File: src/hw/rtl/xtea_block_cipher_core_defines.svh
// ----------------------------------------------------------------------------
// XTEA block cipher core: assertion macros
// Shared concurrent checks, clocked on the rising edge and off in reset.
// ----------------------------------------------------------------------------
`ifndef XTEA_BLOCK_CIPHER_CORE_DEFINES_SVH
`define XTEA_BLOCK_CIPHER_CORE_DEFINES_SVH

// Same-cycle implication: when ante holds, cons holds in that cycle.
`define XTEA_ASSERT_NOW(lbl, clk, rstn, ante, cons) \
    lbl: assert property (@(posedge clk) disable iff (!rstn) (ante) |-> (cons)) \
        else $error("xtea check failed");

// Next-cycle implication: when ante holds, cons holds in the next cycle.
`define XTEA_ASSERT_NEXT(lbl, clk, rstn, ante, cons) \
    lbl: assert property (@(posedge clk) disable iff (!rstn) (ante) |=> (cons)) \
        else $error("xtea check failed");

`endif

File: src/hw/rtl/xtea_pkg.sv
// ----------------------------------------------------------------------------
// XTEA package
// Types, cipher constants and the per-stage round sum used by the core.
// ----------------------------------------------------------------------------
package xtea_pkg;

    localparam logic [31:0] DELTA        = 32'h9E3779B9;
    localparam logic [31:0] DEC_SUM_INIT = 32'hC6EF3720;
    localparam int          CYCLES       = 32;
    localparam int          NUM_STAGES   = 2 * CYCLES;
    localparam int          KEY_WORDS    = 4;
    localparam int          Z_SEL_LSB    = 11;
    localparam int          SHL_AMT      = 4;
    localparam int          SHR_AMT      = 5;

    // Key register indexes on the configuration port
    localparam logic [1:0] KEY_IDX_ZERO  = 2'd0;
    localparam logic [1:0] KEY_IDX_ONE   = 2'd1;
    localparam logic [1:0] KEY_IDX_TWO   = 2'd2;
    localparam logic [1:0] KEY_IDX_THREE = 2'd3;

    // Direction codes
    localparam logic OP_ENCRYPT = 1'b0;
    localparam logic OP_DECRYPT = 1'b1;

    typedef logic [KEY_WORDS-1:0][31:0] key_t;

    typedef struct packed {
        logic        op;
        logic [31:0] y;
        logic [31:0] z;
    } blk_t;

    // Running sum seen by half-round stage, for either direction.
    function automatic logic [31:0] half_sum(input int stage, input logic dec);
        int          k;
        logic [31:0] prod;
        k    = (stage + 1) / 2;
        prod = 32'(k) * DELTA;
        return dec ? (DEC_SUM_INIT - prod) : prod;
    endfunction

endpackage

File: src/hw/rtl/xtea_key_regs.sv
// ----------------------------------------------------------------------------
// XTEA key registers
// Four 32-bit key words written through the configuration port.
// ----------------------------------------------------------------------------
module xtea_key_regs (
    input  logic             aclk,
    input  logic             aresetn,
    input  logic             cfg_valid,
    input  logic [1:0]       cfg_index,
    input  logic [31:0]      cfg_data,
    output xtea_pkg::key_t   key
);
    import xtea_pkg::*;

    key_t key_reg;
    key_t key_next;

    always_comb begin
        key_next = key_reg;
        if (cfg_valid) begin
            case (cfg_index)
                KEY_IDX_ZERO:  key_next[0] = cfg_data;
                KEY_IDX_ONE:   key_next[1] = cfg_data;
                KEY_IDX_TWO:   key_next[2] = cfg_data;
                KEY_IDX_THREE: key_next[3] = cfg_data;
                default:       key_next    = key_reg;
            endcase
        end
    end

    always_ff @(posedge aclk) begin
        if (!aresetn) begin
            key_reg <= '0;
        end else begin
            key_reg <= key_next;
        end
    end

    assign key = key_reg;

endmodule

File: config.mk
export PLATFORM = sky130hd
export DESIGN_NAME = xtea_key_regs
export DESIGN_NICKNAME = d
export VERILOG_FILES = /design/src/hw/rtl/xtea_block_cipher_core_defines.svh /design/src/hw/rtl/xtea_pkg.sv /design/src/hw/rtl/xtea_key_regs.sv
export SDC_FILE = /design/constraint.sdc
export NUM_CORES = 1
export LEC_CHECK = 0
export BUFFER_PORTS_ARGS = -buffer_cell sky130_fd_sc_hd__buf_2
export CORE_UTILIZATION = 28
export DETAILED_ROUTE_END_ITERATION = 16
export HOLD_SLACK_MARGIN = 0.06
export SLEW_MARGIN = 20
export SYNTH_ARGS = -nofsm -noshare
export SYNTH_HDL_FRONTEND = slang
export SYNTH_SLANG_ARGS = --single-unit
File: constraint.sdc
create_clock -name aclk -period 0.9 [get_ports aclk]
set_input_delay 0.09 -clock aclk [delete_from_list [all_inputs] [get_ports aclk]]
set_output_delay 0.09 -clock aclk [all_outputs]
set_load 0.03 [all_outputs]
==> impl_metrics.py <==
metrics = {
    "power_and_ir_drop": {
        "switching_share": 0.233,
        "power.switching_uw": 3620,
        "vdd_drop_max_uv": 1670,
        "seq_power_share": 0.389,
        "power_per_cell_area_nw_per_um2": 1900,
        "p_int_uw": 11900,
        "combPwrFrac": 0.121,
        "power.share.clock": 0.489,
        "p_leak_uw": 0.00405,
    },
    "finish": {
        "largest_register_ffs": 128,
        "syn2layout_area_growth_pct": 70.9,
        "fin_area_um2": 8190,
        "final_nets": 748,
        "diodes": 0,
        "drive_above_1_share": 0.554,
        "layout_common_cells": "nand2_1, mux2i_1, dfxtp_2, buf_6, buf_4",
        "final_common_cell": "nand2_1",
        "final_util": 0.492,
    },
    "worst_setup_path": {
        "crit_path_start_kind": "register",
        "r2r_end": "key[16]",
        "r2r_slack_ps": 100,
        "crit_type": "reg2out",
        "critical_path_buf_inv_count": 1,
        "crit_required_ps": 810,
        "crit_path_end_kind": "primary output",
        "cp_cell_sequence": "buf_6",
        "max_stage_delay_ps": 350,
        "reg2reg_depth": 4,
        "slowest_stage": "dfxtp_2",
        "cp_max_fo": 2,
        "reg2reg_from": "key[16]",
        "cp_num_cells": 1,
        "cp_data_arrival_time_ps": 890,
        "cp_top_family": "flip-flops",
    },
    "floorplanning": {
        "design.core.area_um2": 16600,
        "die_area_um2": 17600,
        "io_pins": 165,
        "start_util": 0.288,
        "fp-row-count": 47,
        "fp.dieH_um": 133,
        "dieWidth_um": 133,
    },
    "routing": {
        "route.vias.total": 4094,
        "wl_um": 14200,
        "firstDrtPassIters": 4,
        "viasPerCell": 4.34,
        "drc": 0,
        "drt-wirelength-per-cell_um": 15.0,
        "drt_iter0_markers": 169,
        "ant_nets": 0,
    },
    "synthesis": {
        "synth-seq-cells": 128,
        "ys_warn_count": 0,
        "synth.distinct_cells": 12,
        "synthCells": 453,
        "synth.avg_cell_area_um2": 10.6,
        "syn_nets": 490,
        "ys_seq_area_frac": 0.535,
        "synth_area_um2": 4790,
    },
    "clock_network": {
        "cts_root_buf": "clkbuf_16",
        "clock_path_buffers": 2,
        "ctsHtreeMaxLevel": 4,
        "clock_latency_ps": 410,
        "cts.sinks": 128,
        "cts_buffers": 17,
        "clk_pin_slew_ps": 60,
        "cts_tree": "built",
    },
    "place": {
        "hpwl_um": 8760,
        "dpl_cell_area_um2": 5960,
        "place_ws_ps": -147,
        "io_buffers": 164,
        "gp_congestion": 0.761,
    },
    "timing": {
        "period_minus_slack_ps": 983,
        "timing.slew.headroom": 0.770,
        "finalHoldViolCount": 0,
        "setup_slack_ps": -82.6,
        "worst_slew_pin_slew_ps": 345,
        "setup_tns_ps": -7930,
        "fin_skew_ps": 0,
        "final-max-slew-violation-count": 0,
        "rsz0062_at_grt": "true",
        "clock.fmax_mhz": 1020,
        "setup_viol": 128,
        "post-route-period-util": 1.09,
    },
    "min_path": {
        "min-delay-start": "cfg_data[25]",
        "hold_end": "key[57]",
        "hold_path.class": "in2reg",
        "hold_depth": 3,
    },
    "job": {
        "drv_cap": 0,
    },
    "status": {
        "violations": "negative setup slack",
        "outcome": "finished, violations left",
    },
    "global_route": {
        "antenna_found_initial": 0,
        "grt_start_max_net_pins": 37,
        "grtUsageTotal": 0.162,
        "grt_pass1_vias": 4175,
        "grt_pass1_wl_um": 21900,
        "grt_overflow": 0,
    },
}
metal layers:
metal  vias to the layer above  track usage  part of all wire
met5                         -            0                 0
li1                       2011            -                 -
met3                        20       0.0594             0.067
met4                         0       0.0619             0.017
met1                      1921        0.187              0.44
met2                       142        0.270              0.48
cell type report:
| cell class | instances | area, um^2 |
|---|---|---|
| well taps | 220 | 275 |
| fillers | 1466 | 8450 |
| flip-flops and latches | 128 | 2720 |
| clock inverters | 10 | 181 |
| repair buffers | 272 | 2610 |
| multi-input cells | 292 | 1930 |
| clock buffers | 22 | 474 |
per-stage QoR:
stage	instances	total power [uW]	hold slack (ps)
after global placement	840	7550	427
final	944	15600	121
after detailed placement	840	7550	427
after floorplan	453	7040	294
after global routing	944	16100	93.7
after CTS	921	15600	75.1
synthesized netlist by cell type:
cell	count	area [um^2]
nand3_2	1	10.0
buf_12	3	60.1
mux2i_1	128	1280
nand2_1	160	601
clkbuf_1	2	7.51
buf_4	2	15.0
nor3b_2	1	12.5
dfxtp_1	128	2560
buf_2	14	70.1
nand3b_1	2	15.0
buf_6	6	67.6
buf_8	6	90.1
power by group through the flow:
| stage | Clock (uW) | Sequential (uW) | Combinational, uW |
|---|---|---|---|
| 2_1_floorplan | 0 | 6480 | 561 |
| 3_3_place_gp | 0 | 6090 | 1450 |
| 3_5_place_dp | 0 | 6090 | 1460 |
| 4_1_cts | 7750 | 6060 | 1840 |
| 5_1_grt | 7980 | 6080 | 2000 |
| 6_report | 7610 | 6060 | 1890 |
worst max-delay path by stage:
stage                       startpoint       to  slack, ps
after global routing           key[76]  key[76]       -120
after floorplan           cfg_index[1]   key[0]        110
after global placement    cfg_index[1]  key[19]       -120
after detailed placement  cfg_index[1]  key[23]       -150
final                          key[13]  key[13]        -80
after CTS                      key[21]  key[21]       -100
logic make-up (layout without fill, tap and decap cells):
kind of cell           count (synthesis)  in the layout  share of synthesized area
muxes                                128            128                      0.267
buffers and inverters                 33            304                     0.0648
DFF                                  128            128                      0.535
and+or+nand+nor                      164            164                      0.133
what timing repair did:
item                                    4_1_cts  5_1_grt
hold endpoints to repair                    114        0
hold buffers                                 31        0
endpoints found under the setup margin      128      128
gates resized for setup                     384        0
buffers inserted                             18       23
Power figures use the tool's default switching activity.
