==> src/hw/rtl/xtea_block_cipher_core_defines.svh <==
// ----------------------------------------------------------------------------
// XTEA block cipher core: assertion macros
// Shared concurrent checks, clocked on the rising edge and off in reset.
// ----------------------------------------------------------------------------
`ifndef XTEA_BLOCK_CIPHER_CORE_DEFINES_SVH
`define XTEA_BLOCK_CIPHER_CORE_DEFINES_SVH

// Same-cycle implication: when ante holds, cons holds in that cycle.
`define XTEA_ASSERT_NOW(lbl, clk, rstn, ante, cons) \
    lbl: assert property (@(posedge clk) disable iff (!rstn) (ante) |-> (cons)) \
        else $error("xtea check failed");

// Next-cycle implication: when ante holds, cons holds in the next cycle.
`define XTEA_ASSERT_NEXT(lbl, clk, rstn, ante, cons) \
    lbl: assert property (@(posedge clk) disable iff (!rstn) (ante) |=> (cons)) \
        else $error("xtea check failed");

`endif

==> src/hw/rtl/xtea_pkg.sv <==
// ----------------------------------------------------------------------------
// XTEA package
// Types, cipher constants and the per-stage round sum used by the core.
// ----------------------------------------------------------------------------
package xtea_pkg;

    localparam logic [31:0] DELTA        = 32'h9E3779B9;
    localparam logic [31:0] DEC_SUM_INIT = 32'hC6EF3720;
    localparam int          CYCLES       = 32;
    localparam int          NUM_STAGES   = 2 * CYCLES;
    localparam int          KEY_WORDS    = 4;
    localparam int          Z_SEL_LSB    = 11;
    localparam int          SHL_AMT      = 4;
    localparam int          SHR_AMT      = 5;

    // Key register indexes on the configuration port
    localparam logic [1:0] KEY_IDX_ZERO  = 2'd0;
    localparam logic [1:0] KEY_IDX_ONE   = 2'd1;
    localparam logic [1:0] KEY_IDX_TWO   = 2'd2;
    localparam logic [1:0] KEY_IDX_THREE = 2'd3;

    // Direction codes
    localparam logic OP_ENCRYPT = 1'b0;
    localparam logic OP_DECRYPT = 1'b1;

    typedef logic [KEY_WORDS-1:0][31:0] key_t;

    typedef struct packed {
        logic        op;
        logic [31:0] y;
        logic [31:0] z;
    } blk_t;

    // Running sum seen by half-round stage, for either direction.
    function automatic logic [31:0] half_sum(input int stage, input logic dec);
        int          k;
        logic [31:0] prod;
        k    = (stage + 1) / 2;
        prod = 32'(k) * DELTA;
        return dec ? (DEC_SUM_INIT - prod) : prod;
    endfunction

endpackage

==> src/hw/rtl/xtea_round.sv <==
// ----------------------------------------------------------------------------
// XTEA half-round stage
// One Feistel half-round followed by the stage register; direction per word.
// ----------------------------------------------------------------------------
module xtea_round #(
    parameter int STAGE_IDX = 0
) (
    input  logic             aclk,
    input  logic             aresetn,
    input  logic             en,
    input  xtea_pkg::key_t   key,
    input  logic             in_vld,
    input  xtea_pkg::blk_t   in_blk,
    output logic             out_vld,
    output xtea_pkg::blk_t   out_blk
);
    import xtea_pkg::*;

    localparam logic [31:0] ENC_SUM = half_sum(STAGE_IDX, OP_ENCRYPT);
    localparam logic [31:0] DEC_SUM = half_sum(STAGE_IDX, OP_DECRYPT);
    localparam logic        ODD     = STAGE_IDX % 2 == 1;

    logic        dec;
    logic        upd_y;
    logic [31:0] sum;
    logic [31:0] x;
    logic [31:0] tgt;
    logic [1:0]  sel;
    logic [31:0] f;
    logic [31:0] mix;
    logic [31:0] res;
    logic        vld_reg;
    logic        vld_next;
    blk_t        blk_reg;
    blk_t        blk_next;

    always_comb begin
        dec   = (in_blk.op == OP_DECRYPT);
        // encrypt updates y on even stages, decrypt on odd ones
        upd_y = ODD ^ ~dec;
        sum   = dec ? DEC_SUM : ENC_SUM;
        x     = upd_y ? in_blk.z : in_blk.y;
        tgt   = upd_y ? in_blk.y : in_blk.z;
        sel   = upd_y ? sum[1:0] : sum[Z_SEL_LSB+1:Z_SEL_LSB];
        f     = ((x << SHL_AMT) ^ (x >> SHR_AMT)) + x;
        mix   = f ^ (sum + key[sel]);
        res   = dec ? (tgt - mix) : (tgt + mix);

        blk_next = in_blk;
        if (upd_y) begin
            blk_next.y = res;
        end else begin
            blk_next.z = res;
        end
        vld_next = in_vld;
    end

    always_ff @(posedge aclk) begin
        if (!aresetn) begin
            vld_reg <= 1'b0;
        end else if (en) begin
            vld_reg <= vld_next;
        end
    end

    always_ff @(posedge aclk) begin
        if (en) begin
            blk_reg <= blk_next;
        end
    end

    assign out_vld = vld_reg;
    assign out_blk = blk_reg;

endmodule

==> config.mk <==
export PLATFORM = sky130hd
export DESIGN_NAME = xtea_round
export DESIGN_NICKNAME = d
export VERILOG_FILES = /design/src/hw/rtl/xtea_block_cipher_core_defines.svh /design/src/hw/rtl/xtea_pkg.sv /design/src/hw/rtl/xtea_round.sv
export SDC_FILE = /design/constraint.sdc
export NUM_CORES = 1
export LEC_CHECK = 0
export BUFFER_PORTS_ARGS = -buffer_cell sky130_fd_sc_hd__buf_2
export CORE_MARGIN = 4
export CORE_UTILIZATION = 26
export DETAILED_ROUTE_END_ITERATION = 8
export MAX_ROUTING_LAYER = met4
export SYNTH_ARGS = -nofsm -noshare
export SYNTH_HDL_FRONTEND = slang
export SYNTH_SLANG_ARGS = --single-unit
==> constraint.sdc <==
create_clock -name aclk -period 7 [get_ports aclk]
set_clock_uncertainty 0.1 [all_clocks]
set_input_delay 0.35 -clock aclk [delete_from_list [all_inputs] [get_ports aclk]]
set_output_delay 0.35 -clock aclk [all_outputs]
set_load 0.01 [all_outputs]
==> results.json, run 1 <==
{
  "maxSlewViolCount": 0,
  "multi_input_area_um2": 6830,
  "required_ps": 6970,
  "tightest_slew_ps": 858,
  "critical_path_class": "in2reg",
  "cts-htree-levels": 3,
  "endpoint": "out_blk[62]",
  "setup_tns_ps": 0,
  "grt_max_degree": 67,
  "reg2regPathDepth": 2,
  "synth_fp_nets": 1321,
  "cts.clk_slew.worst_paths_ps": 60,
  "globalRouteOverflowTotal": 0,
  "drive_above_1_share_pct": 27.5,
  "synthTopCellsByArea": "edfxtp_1, ha_1, xnor2_1",
  "switchingPower_mw": 1.71,
  "gp_congestion": 0.918,
  "rows": 68,
  "fin_util_pct": 32.2,
  "antenna_found_initial": 6,
  "powerDensity_nw_per_um2": 336,
  "hold_violations": 0,
  "p_int_mw": 2.02,
  "synth.top_cells.by_count": "xnor2_1, nand2_1, ha_1, a21oi_1, nor2_1",
  "core_um2": 34500,
  "crit_path_max_fanout": 27,
  "regArea_um2": 1970,
  "power_mw": 3.73,
  "drtAntennaViolNets": 0,
  "synth.most_common_cell": "xnor2_1",
  "synth_largest_area_cell": "edfxtp_1",
  "grt_pass1_wl_um": 42000,
  "cts_inserted_buffers": 9,
  "syn_avg_cell_area_um2": 8.71,
  "power_frac_comb_pct": 70.7,
  "seqPwrFrac_pct": 18.4,
  "design.portCount": 263,
  "layout.nets": 1537,
  "ys.flop_type": "edfxtp_1",
  "syn_area_um2": 9070,
  "power_leakage_nw": 4.87,
  "crit_path_end_kind": "flop",
  "clock_power_share_pct": 10.9,
  "grt.total_usage_pct": 13.8,
  "synth_edf_count": 65,
  "vias_per_cell": 4.80,
  "ys_types": 91,
  "max_freq_mhz": 157,
  "cp.arrival_ps": 6350,
  "wire_per_inst_um": 15.4,
  "regToRegStartpoint": "out_vld",
  "route.vias.total": 8273,
  "seq_area_frac_synth_pct": 21.7,
  "die-area_um2": 37900,
  "fillers": 3626,
  "relSlewSlack_pct": 42.8,
  "post-route-drc-count": 0,
  "maxCapViolCount": 0,
  "start_kind": "input port",
  "min-delay-start": "aresetn",
  "setup.worst_path.start": "in_blk[64]",
  "cts_sinks": 66,
  "yosys_warnings": 0,
  "synth_top_cell_area_share_pct": 21.5,
  "r2r-end": "out_vld",
  "io_buffers": 198,
  "dr.first_iter.drc_count": 550,
  "synth_cells": 1041,
  "cts_root_buf": "clkbuf_16",
  "r2r_setup_slack_ps": 6310,
  "p_sw_share_pct": 45.8,
  "clkLatencyLatePin_ps": 330,
  "min_period_ps": 6390,
  "dieHeight_um": 195,
  "setup_viol": 0,
  "clock_path_buffers": 2,
  "async_reset_ff_share_pct": 0,
  "status": "completed",
  "cts_hold_buf": 0,
  "ys_seq_elements": 66,
  "initial_core_util_pct": 26.3,
  "hold_path.class": "in2reg",
  "routed_wl_um": 26500,
  "die_width_um": 195,
  "worst_ir_drop_vdd_mv": 0.164,
  "dp_hpwl_um": 22700,
  "area_growth_pct": 22.5,
  "drt_first_pass_iters": 5,
  "period_share_pct": 91.3,
  "cts_tree": "yes",
  "first_global_vias": 8079
}
-- how the worst min path moves through the flow --
stage / endpoint / cells after the start
floorplan: out_blk[64] / 0
global placement: out_vld / 2
detailed placement: out_vld / 2
CTS: out_vld / 2
global route: out_vld / 2
finish: out_vld / 2
-- sequential cells by signal (all words and copies together) (netlist names) --
register	flops
out_vld	1
out_blk	65
-- through the flow --
| step | instances | area [µm²] | hold slack [ps] | setup WS [ps] |
|---|---|---|---|---|
| finish | 1723 | 11100 | 140 | 612 |
| global route | 1723 | 11100 | 159 | -30.2 |
| global placement | 1701 | 10800 | 395 | 385 |
| floorplan | 1041 | 9070 | 349 | 442 |
| CTS | 1717 | 11100 | 135 | 518 |
| detailed placement | 1701 | 10800 | 434 | 184 |
-- layer usage --
layer	share of wire, %	vias to the layer above	routed length (µm)	GRT usage (%)
li1	-	4253	-	-
met1	50	3794	13200	19.4
met2	44	195	11600	21.4
met3	4.5	31	1200	1.56
met4	1.9	0	502	3.57
met5	0	-	0	-
-- cell families after synthesis --
family / Yosys count / share of synthesized area (%)
and+or+nand+nor: 298 / 16.9
AOI/OAI and AO/OA: 294 / 21.5
xor gates and xnor gates: 163 / 16.8
adders and majority gates: 84 / 11.7
buffers and inverters: 69 / 3.03
muxes: 67 / 8.26
DFF: 66 / 21.7
-- placed cells by master (no fill, tap or decap), types with 7 or more instances in the layout --
cell and instances:
nand4_1 10, buf_2 197, nor3_1 16, a21o_1 33, nor2_1 72, mux2_2 50
o31ai_1 7, xor2_1 57, mux2i_1 15, xnor2_1 98, o21ai_0 67, nand2b_1 12
nor2b_1 29, inv_1 34, o21a_1 7, buf_4 39, o211ai_1 8, nand3_1 19
clkbuf_16 9, ha_1 81, a21oi_1 79, nand2_1 92, a31oi_1 13, o21bai_1 21
edfxtp_1 65
-- cell type report --
cell class,count,area share [%]
antenna,6,0.135
multi-input combinational,906,61.5
clock inverter,6,0.304
tap,455,5.12
inverter,35,1.18
sequential,66,17.7
timing repair buffer,239,12.0
clock buffer,10,2.06
-- critical path, stage by stage --
cell and delay, ps:
buf_6 160, inv_2 160, buf_4 310, nand2_1 110, and2_1 240, xnor2_1 160, ha_1 360, a21oi_1 330
o2bb2ai_1 160, nor3b_1 250, a21oi_1 130, nor2_1 130, xnor2_1 160, nand4_1 210, nor4_1 310, nor2_1 90
xnor2_1 150, ha_1 410, nand3_1 130, nor3_1 200, a211o_1 210, a41oi_1 220, a2111oi_0 700, nor2_1 120
a211o_1 290, xor2_1 180, o21ai_0 90
-- repair_timing --
action	CTS	global route
setup endpoints to repair	0	2
resized for setup	0	1
buffers inserted	0	0
-- power by group through the flow --
stage	clock network (mW)	logic, mW	registers, mW
floorplan	0	1.80	0.782
global placement	0	2.56	0.696
detailed placement	0	2.61	0.698
CTS	0.419	2.62	0.690
global route	0.435	2.93	0.702
finish	0.407	2.64	0.687
Power figures use the tool's default switching activity.
==> run 2, diff against run 1 <==
--- a/config.mk
+++ b/config.mk
@@ -5,11 +5,12 @@
 export SDC_FILE = /design/constraint.sdc
 export NUM_CORES = 1
 export LEC_CHECK = 0
-export BUFFER_PORTS_ARGS = -buffer_cell sky130_fd_sc_hd__buf_2
+export BUFFER_PORTS_ARGS = -buffer_cell sky130_fd_sc_hd__clkbuf_2
 export CORE_MARGIN = 4
 export CORE_UTILIZATION = 26
 export DETAILED_ROUTE_END_ITERATION = 8
 export MAX_ROUTING_LAYER = met4
+export REMOVE_ABC_BUFFERS = 1
 export SYNTH_ARGS = -nofsm -noshare
 export SYNTH_HDL_FRONTEND = slang
 export SYNTH_SLANG_ARGS = --single-unit
==> results.json, run 2 (synthesized netlist as in run 1, its figures left out) <==
{
  "die_width_um": 195,
  "cts_root_buf": "clkbuf_16",
  "fin_ws_ps": 584,
  "hold_path.class": "in2reg",
  "cts_sinks": 66,
  "clkLatencyLatePin_ps": 340,
  "post-route-drc-count": 0,
  "final_common_cell": "clkbuf_2",
  "die-area_um2": 37900,
  "seqPwrFrac_pct": 18.5,
  "status": "completed",
  "grt_pass1_wl_um": 42900,
  "drtAntennaViolNets": 0,
  "routed_wl_um": 27300,
  "route.vias.total": 8270,
  "worst_ir_drop_vdd_mv": 0.157,
  "cts_tree": "yes",
  "design.portCount": 263,
  "io_buffers": 198,
  "power_mw": 3.78,
  "cp.arrival_ps": 6410,
  "setup_tns_ps": 0,
  "grt_max_degree": 67,
  "wire_per_inst_um": 15.9,
  "dp_hpwl_um": 23100,
  "grt.total_usage_pct": 14.3,
  "clock_path_buffers": 2,
  "power_frac_comb_pct": 70.8,
  "clock_power_share_pct": 10.6,
  "tightest_slew_ps": 918,
  "maxCapViolCount": 0,
  "hold_violations": 0,
  "start_kind": "input port",
  "globalRouteOverflowTotal": 0,
  "crit_path_end_kind": "flop",
  "fin_util_pct": 32.2,
  "max_stage_delay_ps": 460,
  "p_int_mw": 2.04,
  "regArea_um2": 1970,
  "antenna_found_initial": 1,
  "cts.clk_slew.worst_paths_ps": 60,
  "fillers": 3628,
  "dp_slack_ps": 273,
  "power_leakage_nw": 4.89,
  "critical_path_class": "in2reg",
  "layout_common_cells": "clkbuf_2, xnor2_1, nand2_1, ha_1, a21oi_1",
  "post_cts.repair.setup_buffers": 0,
  "setup_viol": 0,
  "cts_inserted_buffers": 9,
  "cts_hold_buf": 0,
  "cts-htree-levels": 3,
  "maxSlewViolCount": 0,
  "cts.repair.resized": 0,
  "dieHeight_um": 195,
  "layout.nets": 1535,
  "dr.first_iter.drc_count": 434,
  "p_sw_share_pct": 46.0,
  "grt_setup_unrepaired": "false",
  "core_um2": 34500,
  "largest_register_ffs": 65,
  "min_period_ps": 6420,
  "cp_slowest_cell": "ha_1",
  "drive_above_1_share_pct": 27.2,
  "initial_core_util_pct": 26.3,
  "switchingPower_mw": 1.74,
  "first_global_vias": 8177,
  "drt_first_pass_iters": 7,
  "crit_path_max_fanout": 55,
  "relSlewSlack_pct": 38.8,
  "vias_per_cell": 4.82,
  "multi_input_area_um2": 6830,
  "powerDensity_nw_per_um2": 341,
  "gp_congestion": 0.874,
  "required_ps": 6990,
  "max_freq_mhz": 156,
  "area_growth_pct": 22.2,
  "period_share_pct": 91.7,
  "rows": 68
}
run 2: cell types whose count changed in the layout (fill, tap and decap cells not counted), sizes merged:
cell,before,now
buf,239,41
clkbuf,10,207
diode,6,1
clkinv,4,3
clkinvlp,2,1
run 2: critical path, delay by kind of cell:
kind | cells | cell delay (ps)
AOI/OAI and AO/OA | 10 | 1840
xor gates and xnor gates | 5 | 970
adders and majority gates | 2 | 790
buffers and inverters | 4 | 920
and+or+nand+nor | 10 | 1490
run 2: per-stage QoR:
stage	area (µm²)	hold slack [ps]	instances
6_report	11100	119	1715
5_1_grt	11100	132	1715
4_1_cts	11100	109	1714
3_5_place_dp	10800	408	1699
3_3_place_gp	10800	398	1699
2_1_floorplan	8930	349	1007
run 2: final timing paths:
kind,slack [ps],depth (start not counted),from,end
worst max register to register,6320,2,out_vld,out_vld
worst min register to register,410,2,out_vld,out_vld
worst min-delay path,120,2,aresetn,out_vld
worst max-delay path,580,31,in_blk[64],out_blk[63]
run 2: cell type report:
class,instances,share of cell area [%]
Sequential cell,66,17.8
Clock inverter,4,0.181
Timing Repair Buffer,237,12.0
Inverter,35,1.19
Multi-Input combinational cell,906,61.6
Antenna cell,1,0.0226
Clock buffer,11,2.10
Tap cell,455,5.14
run 2: per-layer routing:
metal  track usage [%]  vias up  routed length (µm)
li1                  -     4248                   -
met2              23.4      165               12900
met1              18.8     3823               12900
met3              1.68       34                 948
met5                 -        -                   0
met4              4.01        0                 571
run 2: power by group through the flow:
stage                     logic [mW]  clock network [mW]  registers (mW)
after global routing            2.97               0.432           0.716
final                           2.68               0.402           0.701
after CTS                       2.67               0.416           0.705
after detailed placement        2.66                   0           0.713
after floorplan                 1.79                   0           0.782
after global placement          2.62                   0           0.711
==> run 3, diff against run 2 <==
--- a/config.mk
+++ b/config.mk
@@ -7,9 +7,10 @@
 export LEC_CHECK = 0
 export BUFFER_PORTS_ARGS = -buffer_cell sky130_fd_sc_hd__clkbuf_2
 export CORE_MARGIN = 4
-export CORE_UTILIZATION = 26
+export CORE_UTILIZATION = 40
 export DETAILED_ROUTE_END_ITERATION = 8
 export MAX_ROUTING_LAYER = met4
+export PLACE_DENSITY = 0.67
 export REMOVE_ABC_BUFFERS = 1
 export SYNTH_ARGS = -nofsm -noshare
 export SYNTH_HDL_FRONTEND = slang
==> results.json, run 3 (synthesized netlist as in run 1, its figures left out) <==
{
  "grt_max_degree": 67,
  "powerDensity_nw_per_um2": 341,
  "setup_tns_ps": 0,
  "initial_core_util_pct": 41.1,
  "largest_register_ffs": 65,
  "rows": 54,
  "io_buffers": 198,
  "p_int_mw": 2.00,
  "reg2regPathDepth": 2,
  "antenna_found_initial": 0,
  "design.portCount": 263,
  "setup_viol": 0,
  "start_kind": "input port",
  "max_freq_mhz": 155,
  "cts_tree": "yes",
  "power_leakage_nw": 4.89,
  "layout_common_cells": "clkbuf_2, xnor2_1, nand2_1, ha_1, a21oi_1",
  "clkLatencyLatePin_ps": 340,
  "status": "completed",
  "period_share_pct": 92.0,
  "crit_path_end_kind": "flop",
  "power_frac_comb_pct": 70.1,
  "min_period_ps": 6440,
  "gp_congestion": 0.867,
  "cts.clk_slew.worst_paths_ps": 60,
  "grt_pass1_wl_um": 38400,
  "fin_ws_ps": 557,
  "clock_power_share_pct": 11.1,
  "globalRouteOverflowTotal": 0,
  "r2r-end": "out_vld",
  "post-route-drc-count": 0,
  "max_stage_delay_ps": 440,
  "layout.nets": 1531,
  "maxCapViolCount": 0,
  "regArea_um2": 1970,
  "power_mw": 3.70,
  "antennaDiodeCount": 0,
  "worst_ir_drop_vdd_mv": 0.172,
  "wire_per_inst_um": 15.8,
  "min-delay-start": "aresetn",
  "relSlewSlack_pct": 38.6,
  "crit_path_max_fanout": 33,
  "dp_slack_ps": 65.0,
  "final_common_cell": "clkbuf_2",
  "dr.first_iter.drc_count": 327,
  "seqPwrFrac_pct": 18.8,
  "regToRegStartpoint": "out_vld",
  "required_ps": 6990,
  "first_global_vias": 7974,
  "cp.arrival_ps": 6430,
  "r2r_setup_slack_ps": 6300,
  "die-area_um2": 25100,
  "cts_inserted_buffers": 9,
  "routed_wl_um": 24300,
  "maxSlewViolCount": 0,
  "hold_violations": 0,
  "fin_util_pct": 49.1,
  "p_sw_share_pct": 45.9,
  "cp_slowest_cell": "fa_1",
  "drt_first_pass_iters": 4,
  "area_growth_pct": 19.6,
  "switchingPower_mw": 1.70,
  "dieHeight_um": 159,
  "tightest_slew_ps": 920,
  "fillers": 2111,
  "cts-htree-levels": 3,
  "dp_hpwl_um": 20300,
  "cts_hold_buf": 0,
  "critical_path_class": "in2reg",
  "cts_root_buf": "clkbuf_16",
  "core_um2": 22100,
  "cts_sinks": 66,
  "route.vias.total": 8292,
  "die_width_um": 159,
  "min_to": "out_vld",
  "multi_input_area_um2": 6840,
  "vias_per_cell": 5.40,
  "drive_above_1_share_pct": 27.3,
  "hold_path.class": "in2reg",
  "drtAntennaViolNets": 0,
  "clock_path_buffers": 2,
  "grt.total_usage_pct": 19.6,
  "holdPathStages": 2
}
==> run 3: cell types whose count changed in the layout (fill, tap and decap cells not counted) <==
cell | previous run | this run
buf_12 | 3 | 2
buf_4 | 36 | 33
buf_6 | 1 | 0
buf_8 | 0 | 1
clkbuf_1 | 2 | 1
clkinv_1 | 2 | 1
clkinv_2 | 1 | 3
clkinvlp_4 | 1 | 2
diode_2 | 1 | 0
o41ai_1 | 1 | 0
o41ai_2 | 0 | 1
xnor2_1 | 98 | 97
xnor2_2 | 2 | 3
==> run 3: layout make-up <==
type	count	area share, %
inverters	35	1.21
repair buffers	233	11.9
clock buffers	10	2.11
well taps	280	3.23
multi-input cells	906	63.1
clock inverters	6	0.311
flip-flops and latches	66	18.2
==> run 3: worst max-delay path by stage <==
stage / start / end / slack, ps / cells past startpoint
5_1_grt: in_blk[64] / out_blk[63] / -10 / 28
3_5_place_dp: in_blk[64] / out_blk[63] / 60 / 27
2_1_floorplan: in_blk[64] / out_blk[63] / 1130 / 27
3_3_place_gp: in_blk[64] / out_blk[63] / 170 / 27
6_report: in_blk[64] / out_blk[63] / 560 / 27
4_1_cts: in_blk[64] / out_blk[63] / 400 / 27
==> run 3: power groups by stage <==
stage | registers, mW | clock network, mW | logic, mW
detailed placement | 0.706 | 0 | 2.57
global placement | 0.704 | 0 | 2.52
global route | 0.710 | 0.436 | 2.89
floorplan | 0.782 | 0 | 1.79
finish | 0.696 | 0.411 | 2.60
CTS | 0.698 | 0.422 | 2.58
==> run 3: what timing repair did <==
item / 4_1_cts / 5_1_grt
buffers inserted: 0 / 0
gates resized for setup: 0 / 4
endpoints found under the setup margin: 0 / 2
==> run 3: layer usage <==
layer,GRT usage (%),routed length (µm)
met1,27.1,11900
met2,30.2,10600
met3,2.45,1400
met4,5.40,427
met5,-,0
==> run 3: per-stage QoR <==
| step | hold WS, ps | cell area (µm²) | std cells |
|---|---|---|---|
| 2_1_floorplan | 349 | 8930 | 1007 |
| 3_3_place_gp | 397 | 10600 | 1520 |
| 3_5_place_dp | 437 | 10600 | 1520 |
| 4_1_cts | 126 | 10800 | 1536 |
| 5_1_grt | 151 | 10800 | 1536 |
| 6_report | 136 | 10800 | 1536 |
==> run 3: critical path, delay by kind of cell <==
| family | cells | cell delay, ps |
|---|---|---|
| AOI/OAI and AO/OA | 9 | 2050 |
| xor gates and xnor gates | 4 | 900 |
| adders and majority gates | 3 | 1070 |
| buffers and inverters | 2 | 420 |
| and+or+nand+nor | 9 | 1580 |
